`src/design/lpb_pkg.sv`:
```
// ----------------------------------------------------------------------------
// lpb_pkg: shared types and constants for the load proportional LED blinker
// Widths, register indexes, reset values and the divider request/response
// structs used between the sequencer and the shared divider.
// ----------------------------------------------------------------------------
package lpb_pkg;

	localparam int CHANNELS   = 4;
	localparam int CH_W       = (CHANNELS > 1) ? $clog2(CHANNELS) : 1;
	localparam int TICK_W     = 32;
	localparam int USAGE_W    = 7;
	localparam int THR_W      = 7;
	localparam int BASE_W     = 12;
	localparam int PROD_W     = USAGE_W + BASE_W;
	localparam int CFG_IDX_W  = 1;
	localparam int CFG_DATA_W = 12;

	localparam int DIV_STEPS  = TICK_W;
	localparam int DIV_CNT_W  = $clog2(DIV_STEPS);

	localparam logic [CFG_IDX_W-1:0] REG_THRESHOLD     = 1'b0;
	localparam logic [CFG_IDX_W-1:0] REG_BASE_INTERVAL = 1'b1;

	localparam logic [THR_W-1:0]  THR_RESET    = 7'd91;
	localparam logic [BASE_W-1:0] BASE_RESET   = 12'd184;
	localparam logic [BASE_W-1:0] MIN_INTERVAL = 12'd2;

	typedef struct packed {
		logic              start;
		logic [TICK_W-1:0] dividend;
		logic [BASE_W-1:0] divisor;
	} div_req_t;

	typedef struct packed {
		logic              busy;
		logic              done;
		logic [TICK_W-1:0] quotient;
		logic [BASE_W-1:0] remainder;
	} div_rsp_t;

endpackage

```
`src/design/lpb_div.sv`:
```
// ----------------------------------------------------------------------------
// lpb_div: shared restoring divider
// One quotient bit per cycle over a 32-bit dividend and a 12-bit nonzero
// divisor. Quotient and remainder are valid while done is high.
// ----------------------------------------------------------------------------
module lpb_div (
	input  logic              clk,
	input  logic              arst_n,
	input  lpb_pkg::div_req_t req,
	output lpb_pkg::div_rsp_t rsp
);

	logic                           busy_q;
	logic                           done_q;
	logic [lpb_pkg::DIV_CNT_W-1:0]  cnt_q;
	logic [lpb_pkg::TICK_W-1:0]     quo_q;
	logic [lpb_pkg::BASE_W-1:0]     rem_q;
	logic [lpb_pkg::BASE_W-1:0]     divisor_q;

	logic [lpb_pkg::BASE_W:0]       trial;
	logic [lpb_pkg::BASE_W+1:0]     diff;
	logic                           fits;

	// bring down the next dividend bit and try a subtract
	assign trial = {rem_q, quo_q[lpb_pkg::TICK_W-1]};
	assign diff  = {1'b0, trial} - {2'b00, divisor_q};
	assign fits  = ~diff[lpb_pkg::BASE_W+1];

	always_ff @(posedge clk or negedge arst_n) begin
		if (!arst_n) begin
			busy_q <= 1'b0;
			done_q <= 1'b0;
			cnt_q  <= '0;
		end else begin
			done_q <= 1'b0;
			if (req.start && !busy_q) begin
				busy_q <= 1'b1;
				cnt_q  <= '0;
			end else if (busy_q) begin
				cnt_q <= cnt_q + 1'b1;
				if (cnt_q == lpb_pkg::DIV_CNT_W'(lpb_pkg::DIV_STEPS - 1)) begin
					busy_q <= 1'b0;
					done_q <= 1'b1;
				end
			end
		end
	end

	always_ff @(posedge clk) begin
		if (req.start && !busy_q) begin
			quo_q     <= req.dividend;
			rem_q     <= '0;
			divisor_q <= req.divisor;
		end else if (busy_q) begin
			quo_q <= {quo_q[lpb_pkg::TICK_W-2:0], fits};
			rem_q <= fits ? diff[lpb_pkg::BASE_W-1:0] : trial[lpb_pkg::BASE_W-1:0];
		end
	end

	assign rsp.busy      = busy_q;
	assign rsp.done      = done_q;
	assign rsp.quotient  = quo_q;
	assign rsp.remainder = rem_q;

endmodule

```
`src/design/load_proportional_led_blinker.sv`:
```
// ----------------------------------------------------------------------------
// load_proportional_led_blinker: per-tick LED levels from channel load
// Each tick visits every channel in turn: a steady channel passes through the
// check and advance states, a blinking one also runs two divider passes.
// A new tick waits until the result is loaded; a held result stalls the next.
// Reset: tick counter 0, stored LED levels off, threshold 91, base interval 184.
// ----------------------------------------------------------------------------
module load_proportional_led_blinker (
	input  logic                             clk,
	input  logic                             arst_n,
	input  logic                             in_valid,
	output logic                             in_ready,
	input  logic [lpb_pkg::USAGE_W-1:0]      usage_0,
	input  logic [lpb_pkg::USAGE_W-1:0]      usage_1,
	input  logic [lpb_pkg::USAGE_W-1:0]      usage_2,
	input  logic [lpb_pkg::USAGE_W-1:0]      usage_3,
	output logic                             out_valid,
	input  logic                             out_ready,
	output logic [lpb_pkg::CHANNELS-1:0]     led_levels_out,
	output logic [lpb_pkg::CHANNELS-1:0]     change_mask,
	input  logic                             cfg_valid,
	output logic                             cfg_ready,
	input  logic [lpb_pkg::CFG_IDX_W-1:0]    cfg_index,
	input  logic [lpb_pkg::CFG_DATA_W-1:0]   cfg_data
);

	localparam logic [2:0] ST_IDLE = 3'd0;
	localparam logic [2:0] ST_CHK  = 3'd1;
	localparam logic [2:0] ST_DIV1 = 3'd2;
	localparam logic [2:0] ST_MOD  = 3'd3;
	localparam logic [2:0] ST_DIV2 = 3'd4;
	localparam logic [2:0] ST_ADV  = 3'd5;
	localparam logic [2:0] ST_FIN  = 3'd6;

	logic [2:0]                         state_q;
	logic [lpb_pkg::CH_W-1:0]           ch_q;
	logic [lpb_pkg::USAGE_W-1:0]        usage_q [lpb_pkg::CHANNELS];
	logic [lpb_pkg::TICK_W-1:0]         tick_q;
	logic [lpb_pkg::CHANNELS-1:0]       led_q;
	logic [lpb_pkg::CHANNELS-1:0]       next_q;
	logic [lpb_pkg::BASE_W-1:0]         interval_q;
	logic [lpb_pkg::THR_W-1:0]          thr_q;
	logic [lpb_pkg::BASE_W-1:0]         base_q;
	logic                               out_valid_q;
	logic [lpb_pkg::CHANNELS-1:0]       levels_q;
	logic [lpb_pkg::CHANNELS-1:0]       mask_q;

	logic [lpb_pkg::USAGE_W-1:0]        load_cur;
	logic [lpb_pkg::PROD_W-1:0]         prod;
	logic [lpb_pkg::BASE_W-1:0]         interval_raw;
	logic                               out_load;
	lpb_pkg::div_req_t                  div_req;
	lpb_pkg::div_rsp_t                  div_rsp;

	lpb_div u_div (
		.clk    (clk),
		.arst_n (arst_n),
		.req    (div_req),
		.rsp    (div_rsp)
	);

	assign load_cur     = usage_q[ch_q];
	assign prod         = lpb_pkg::PROD_W'(load_cur) * lpb_pkg::PROD_W'(base_q);
	assign interval_raw = base_q - div_rsp.quotient[lpb_pkg::BASE_W-1:0];
	assign out_load     = (state_q == ST_FIN) && (!out_valid_q || out_ready);

	always_comb begin
		div_req.start    = 1'b0;
		div_req.dividend = '0;
		div_req.divisor  = '0;
		if (state_q == ST_CHK) begin
			// scaled load: load*base/threshold
			div_req.start    = (load_cur != '0) && (load_cur <= thr_q);
			div_req.dividend = lpb_pkg::TICK_W'(prod);
			div_req.divisor  = lpb_pkg::BASE_W'(thr_q);
		end else if (state_q == ST_MOD) begin
			div_req.start    = 1'b1;
			div_req.dividend = tick_q;
			div_req.divisor  = interval_q;
		end
	end

	assign in_ready       = (state_q == ST_IDLE);
	assign cfg_ready      = 1'b1;
	assign out_valid      = out_valid_q;
	assign led_levels_out = levels_q;
	assign change_mask    = mask_q;

	always_ff @(posedge clk or negedge arst_n) begin
		if (!arst_n) begin
			state_q     <= ST_IDLE;
			ch_q        <= '0;
			tick_q      <= '0;
			led_q       <= '0;
			thr_q       <= lpb_pkg::THR_RESET;
			base_q      <= lpb_pkg::BASE_RESET;
			out_valid_q <= 1'b0;
		end else begin
			if (cfg_valid && cfg_ready) begin
				case (cfg_index)
					lpb_pkg::REG_THRESHOLD:     thr_q  <= cfg_data[lpb_pkg::THR_W-1:0];
					lpb_pkg::REG_BASE_INTERVAL: base_q <= cfg_data[lpb_pkg::BASE_W-1:0];
					default: ;
				endcase
			end

			if (out_load) begin
				out_valid_q <= 1'b1;
			end else if (out_ready) begin
				out_valid_q <= 1'b0;
			end

			case (state_q)
				ST_IDLE: begin
					if (in_valid) begin
						tick_q  <= tick_q + 1'b1;
						ch_q    <= '0;
						state_q <= ST_CHK;
					end
				end
				ST_CHK: begin
					state_q <= div_req.start ? ST_DIV1 : ST_ADV;
				end
				ST_DIV1: begin
					if (div_rsp.done) begin
						state_q <= ST_MOD;
					end
				end
				ST_MOD: begin
					state_q <= ST_DIV2;
				end
				ST_DIV2: begin
					if (div_rsp.done) begin
						state_q <= ST_ADV;
					end
				end
				ST_ADV: begin
					if (ch_q == lpb_pkg::CH_W'(lpb_pkg::CHANNELS - 1)) begin
						state_q <= ST_FIN;
					end else begin
						ch_q    <= ch_q + 1'b1;
						state_q <= ST_CHK;
					end
				end
				ST_FIN: begin
					if (out_load) begin
						led_q   <= next_q;
						state_q <= ST_IDLE;
					end
				end
				default: state_q <= ST_IDLE;
			endcase
		end
	end

	always_ff @(posedge clk) begin
		if (state_q == ST_IDLE && in_valid) begin
			usage_q[0] <= usage_0;
			usage_q[1] <= usage_1;
			usage_q[2] <= usage_2;
			usage_q[3] <= usage_3;
		end
		if (state_q == ST_CHK) begin
			// off at zero load, steady on above threshold
			next_q[ch_q] <= (load_cur != '0) && (load_cur > thr_q);
		end
		if (state_q == ST_DIV1 && div_rsp.done) begin
			interval_q <= (interval_raw < lpb_pkg::MIN_INTERVAL) ?
				lpb_pkg::MIN_INTERVAL : interval_raw;
		end
		if (state_q == ST_DIV2 && div_rsp.done) begin
			next_q[ch_q] <= (div_rsp.remainder == '0);
		end
		if (out_load) begin
			levels_q <= next_q;
			mask_q   <= next_q ^ led_q;
		end
	end

`ifndef NO_ASSERTIONS
	a_idle_div_free: assert property (@(posedge clk) disable iff (!arst_n)
		in_ready |-> !div_rsp.busy)
		else $error("divider busy while taking a new word");

	a_done_in_wait: assert property (@(posedge clk) disable iff (!arst_n)
		div_rsp.done |-> (state_q == ST_DIV1 || state_q == ST_DIV2))
		else $error("divider finished outside a wait state");

	a_interval_floor: assert property (@(posedge clk) disable iff (!arst_n)
		state_q == ST_MOD |-> interval_q >= lpb_pkg::MIN_INTERVAL)
		else $error("blink interval below floor");

	a_levels_track: assert property (@(posedge clk) disable iff (!arst_n)
		out_valid |-> led_q == led_levels_out)
		else $error("stored levels differ from presented word");
`endif

endmodule
```
`config.mk`:
```
export PLATFORM = sky130hd
export DESIGN_NAME = load_proportional_led_blinker
export DESIGN_NICKNAME = d
export VERILOG_FILES = /design/src/design/lpb_pkg.sv /design/src/design/lpb_div.sv /design/src/design/load_proportional_led_blinker.sv
export SDC_FILE = /design/constraint.sdc
export NUM_CORES = 1
export LEC_CHECK = 0
export ABC_AREA = 1
export BUFFER_PORTS_ARGS = -buffer_cell sky130_fd_sc_hd__buf_4
export CAP_MARGIN = 20
export CELL_PAD_IN_SITES_DETAIL_PLACEMENT = 1
export CELL_PAD_IN_SITES_GLOBAL_PLACEMENT = 2
export CORE_MARGIN = 3
export CORE_UTILIZATION = 29
export CTS_CLUSTER_SIZE = 8
export DETAILED_ROUTE_END_ITERATION = 12
export PLACE_DENSITY_LB_ADDON = 0.25
export SLEW_MARGIN = 20
export SYNTH_ARGS = -nofsm -noshare
export SYNTH_HDL_FRONTEND = slang
export SYNTH_SLANG_ARGS = --single-unit
export TNS_END_PERCENT = 100
```
`constraint.sdc`:
```
create_clock -name clk -period 14.2 [get_ports clk]
set_clock_uncertainty 0.15 [all_clocks]
set_input_delay 0 -clock clk [delete_from_list [all_inputs] [get_ports clk]]
set_output_delay 0 -clock clk [all_outputs]
set_load 0.02 [all_outputs]
```
==> results.json <==
{
  "status": "finished, violations left",
  "violations": "hold timing",
  "cts-resized-gates": 0,
  "criticalPathCategory": "flip-flop to flip-flop",
  "grt_max_degree": 69,
  "crit_path_start_kind": "flip-flop",
  "fp.dieArea_um2": 45500,
  "max_freq_ghz": 0.166,
  "cts.sinks": 176,
  "yosysTopAreaCell": "edfxtp_1",
  "crit_required_ps": 14280,
  "yosys_warnings": 0,
  "worst_setup_path_end_kind": "flip-flop",
  "timing.setup.tns_ps": 0,
  "min_period_over_period_pct": 42.5,
  "ys_seq_area_share_pct": 38.5,
  "grt_pass1_wl_um": 60800,
  "io_buffers": 55,
  "first_global_vias": 11248,
  "ant_nets": 0,
  "r2r_slack_ps": 8170,
  "synth-seq-cells": 176,
  "antenna_found_initial": 0,
  "syn_nets": 1778,
  "instances_no_fill": 2251,
  "place_hpwl_um": 28200,
  "worstPathMaxFanout": 18,
  "setup_violations": 0,
  "die_h_um": 213,
  "cts_root_buf": "clkbuf_16",
  "finalCriticalPeriod_ps": 6030,
  "syn_area_per_cell_um2": 7.75,
  "netlist_area_um2": 12500,
  "drt-initial-drc-count": 441,
  "vias_per_cell": 4.61,
  "r2r_end": "u_div.quo_q[17]",
  "drive_gt1_share_pct": 7.13,
  "insertion_delay_ps": 480,
  "max_cap_viol_count": 0,
  "post_drt_wl_per_cell_um": 16.3,
  "clock_path_buffers": 2,
  "synth_area_leaders": "edfxtp_1 22%, nand2_1 16%, dfrtp_1 12%",
  "gp_congestion": 0.783,
  "startpoint": "ch_q[0]",
  "hold_viol": 3,
  "gr-total-overflow": 0,
  "drc": 0,
  "initial_core_util_pct": 29.5,
  "critical_path_arrival_ps": 6110,
  "worst_pin_slew_ps": 991,
  "ys.flop_type": "edfxtp_1",
  "rr_worst_depth": 23,
  "holdWs_ps": -6.20,
  "n_antenna_cell": 0,
  "yosysUniqueCellTypes": 46,
  "cts_setup_buffers": 0,
  "clkTransAtPathRegs_ps": 70,
  "cts_tree": "done",
  "core_um2": 42200,
  "r2r-start": "ch_q[0]",
  "grt.total_usage_pct": 17.2,
  "dieWidth_um": 213,
  "htreeDepth": 4,
  "relSlewSlack_pct": 33.7,
  "rsz0062_at_grt": "false",
  "placedCellCount": 2173,
  "cts_buffers": 17,
  "num-nets-final": 1870,
  "area_growth_pct": 16.0,
  "yosysTopAreaCellShare_pct": 22.2,
  "dr_total_vias": 10381,
  "synthArstFlopShare_pct": 38.6,
  "yosysMostFrequentCell": "nand2_1",
  "pin_count": 57,
  "drt-total-wl_um": 36600,
  "rows": 75,
  "drt_first_pass_iters": 4,
  "slew_viol_final": 0,
  "synth_edf_count": 92,
  "hold_class": "input port to async pin",
  "synth_common_cells": "524 x nand2_1, 272 x inv_1, 144 x nor2_1",
  "postSynthCellCount": 1607
}
==> sequential cells by signal, indices dropped and copies added (netlist names), 2 cells and up <==
signal / cells
tick_q: 32
u_div.quo_q: 32
usage_q: 28
base_q: 12
interval_q: 12
u_div.divisor_q: 12
u_div.rem_q: 12
thr_q: 7
u_div.cnt_q: 5
change_mask: 4
led_levels_out: 4
led_q: 4
next_q: 4
state_q: 3
ch_q: 2
==> layout by cell type, fill, tap and decap left out, types with 14 or more instances in the layout <==
| cell type | n |
|---|---|
| dfrtp_1 | 59 |
| ha_1 | 74 |
| clkbuf_16 | 17 |
| nor3_1 | 23 |
| nand3_1 | 98 |
| dfxtp_1 | 16 |
| nand2_1 | 524 |
| xor2_1 | 38 |
| buf_4 | 57 |
| nand4_1 | 14 |
| o21ai_0 | 49 |
| dlygate4sd3_1 | 46 |
| inv_1 | 272 |
| fa_1 | 51 |
| edfxtp_1 | 92 |
| nor2_1 | 143 |
| a21oi_1 | 36 |
==> metal layers <==
layer | vias to the layer above | share of wire (%) | global-route usage, %
met1 | 5086 | 48 | 22.9
li1 | 5198 | - | -
met3 | 22 | 2.3 | 3.50
met5 | - | 0 | 0
met2 | 75 | 48 | 29.3
met4 | 0 | 1.2 | 3.60
==> cell type report <==
class | count | area (um^2)
Sequential cell | 176 | 4800
Inverter | 282 | 1060
Tap cell | 539 | 674
Fill cell | 5145 | 27800
Multi-Input combinational cell | 1118 | 6440
Clock buffer | 18 | 429
Timing Repair Buffer | 104 | 900
Clock inverter | 14 | 156
==> logic make-up (layout without fill, tap and decap cells) <==
group | after synthesis | count (layout) | share of synthesized area, %
and+or+nand+nor | 834 | 834 | 27.7
buffers and inverters | 313 | 418 | 9.87
DFF | 176 | 176 | 38.5
adders and majority gates | 125 | 125 | 15.6
AOI/OAI and AO/OA | 111 | 111 | 4.92
xor gates and xnor gates | 47 | 47 | 3.31
other | 1 | 1 | 0.0301
==> worst max path at each step <==
stage / cells after the start / end / slack [ps]
6_report: 23 / u_div.quo_q[17] / 8170
5_1_grt: 24 / u_div.quo_q[18] / 7680
4_1_cts: 23 / u_div.quo_q[17] / 8130
3_5_place_dp: 24 / u_div.quo_q[17] / 8140
3_3_place_gp: 23 / u_div.quo_q[17] / 8310
2_1_floorplan: 26 / u_div.quo_q[17] / 9270
==> what timing repair did <==
item,CTS,global route
endpoints found under the setup margin,0,0
hold buffers,46,0
endpoints found under the hold margin,119,0
==> stage by stage <==
stage / hold WS [ps] / worst slack (ps) / area, um^2 / utilization, %
floorplan: -446 / 9270 / 12500 / -
global placement: 28.7 / 8310 / 13400 / 31.7
detailed placement: 29.4 / 8140 / 13400 / 31.7
CTS: 48.3 / 8130 / 14400 / 34.2
global route: 42.4 / 7680 / 14500 / 34.2
finish: -6.20 / 8170 / 14500 / 34.2
==> worst max-delay path, cell delays in order (launching register included) <==
cell	delay, ps
dfrtp_1	570
inv_2	340
nand2_1	90
nand3_1	80
and2_0	450
clkinv_1	390
nor2_1	240
fa_1	440
fa_1	520
fa_1	550
inv_1	50
fa_1	530
inv_1	40
ha_1	360
nand2_1	120
inv_1	70
a21oi_1	150
nand2_1	110
nand2_1	120
nand3_1	80
nand3_1	120
nand2_1	70
nand3_1	70
nand2_1	60
Power is not shown: default switching activity piles up to over one toggle a cycle in this logic, so the estimate is an artifact.
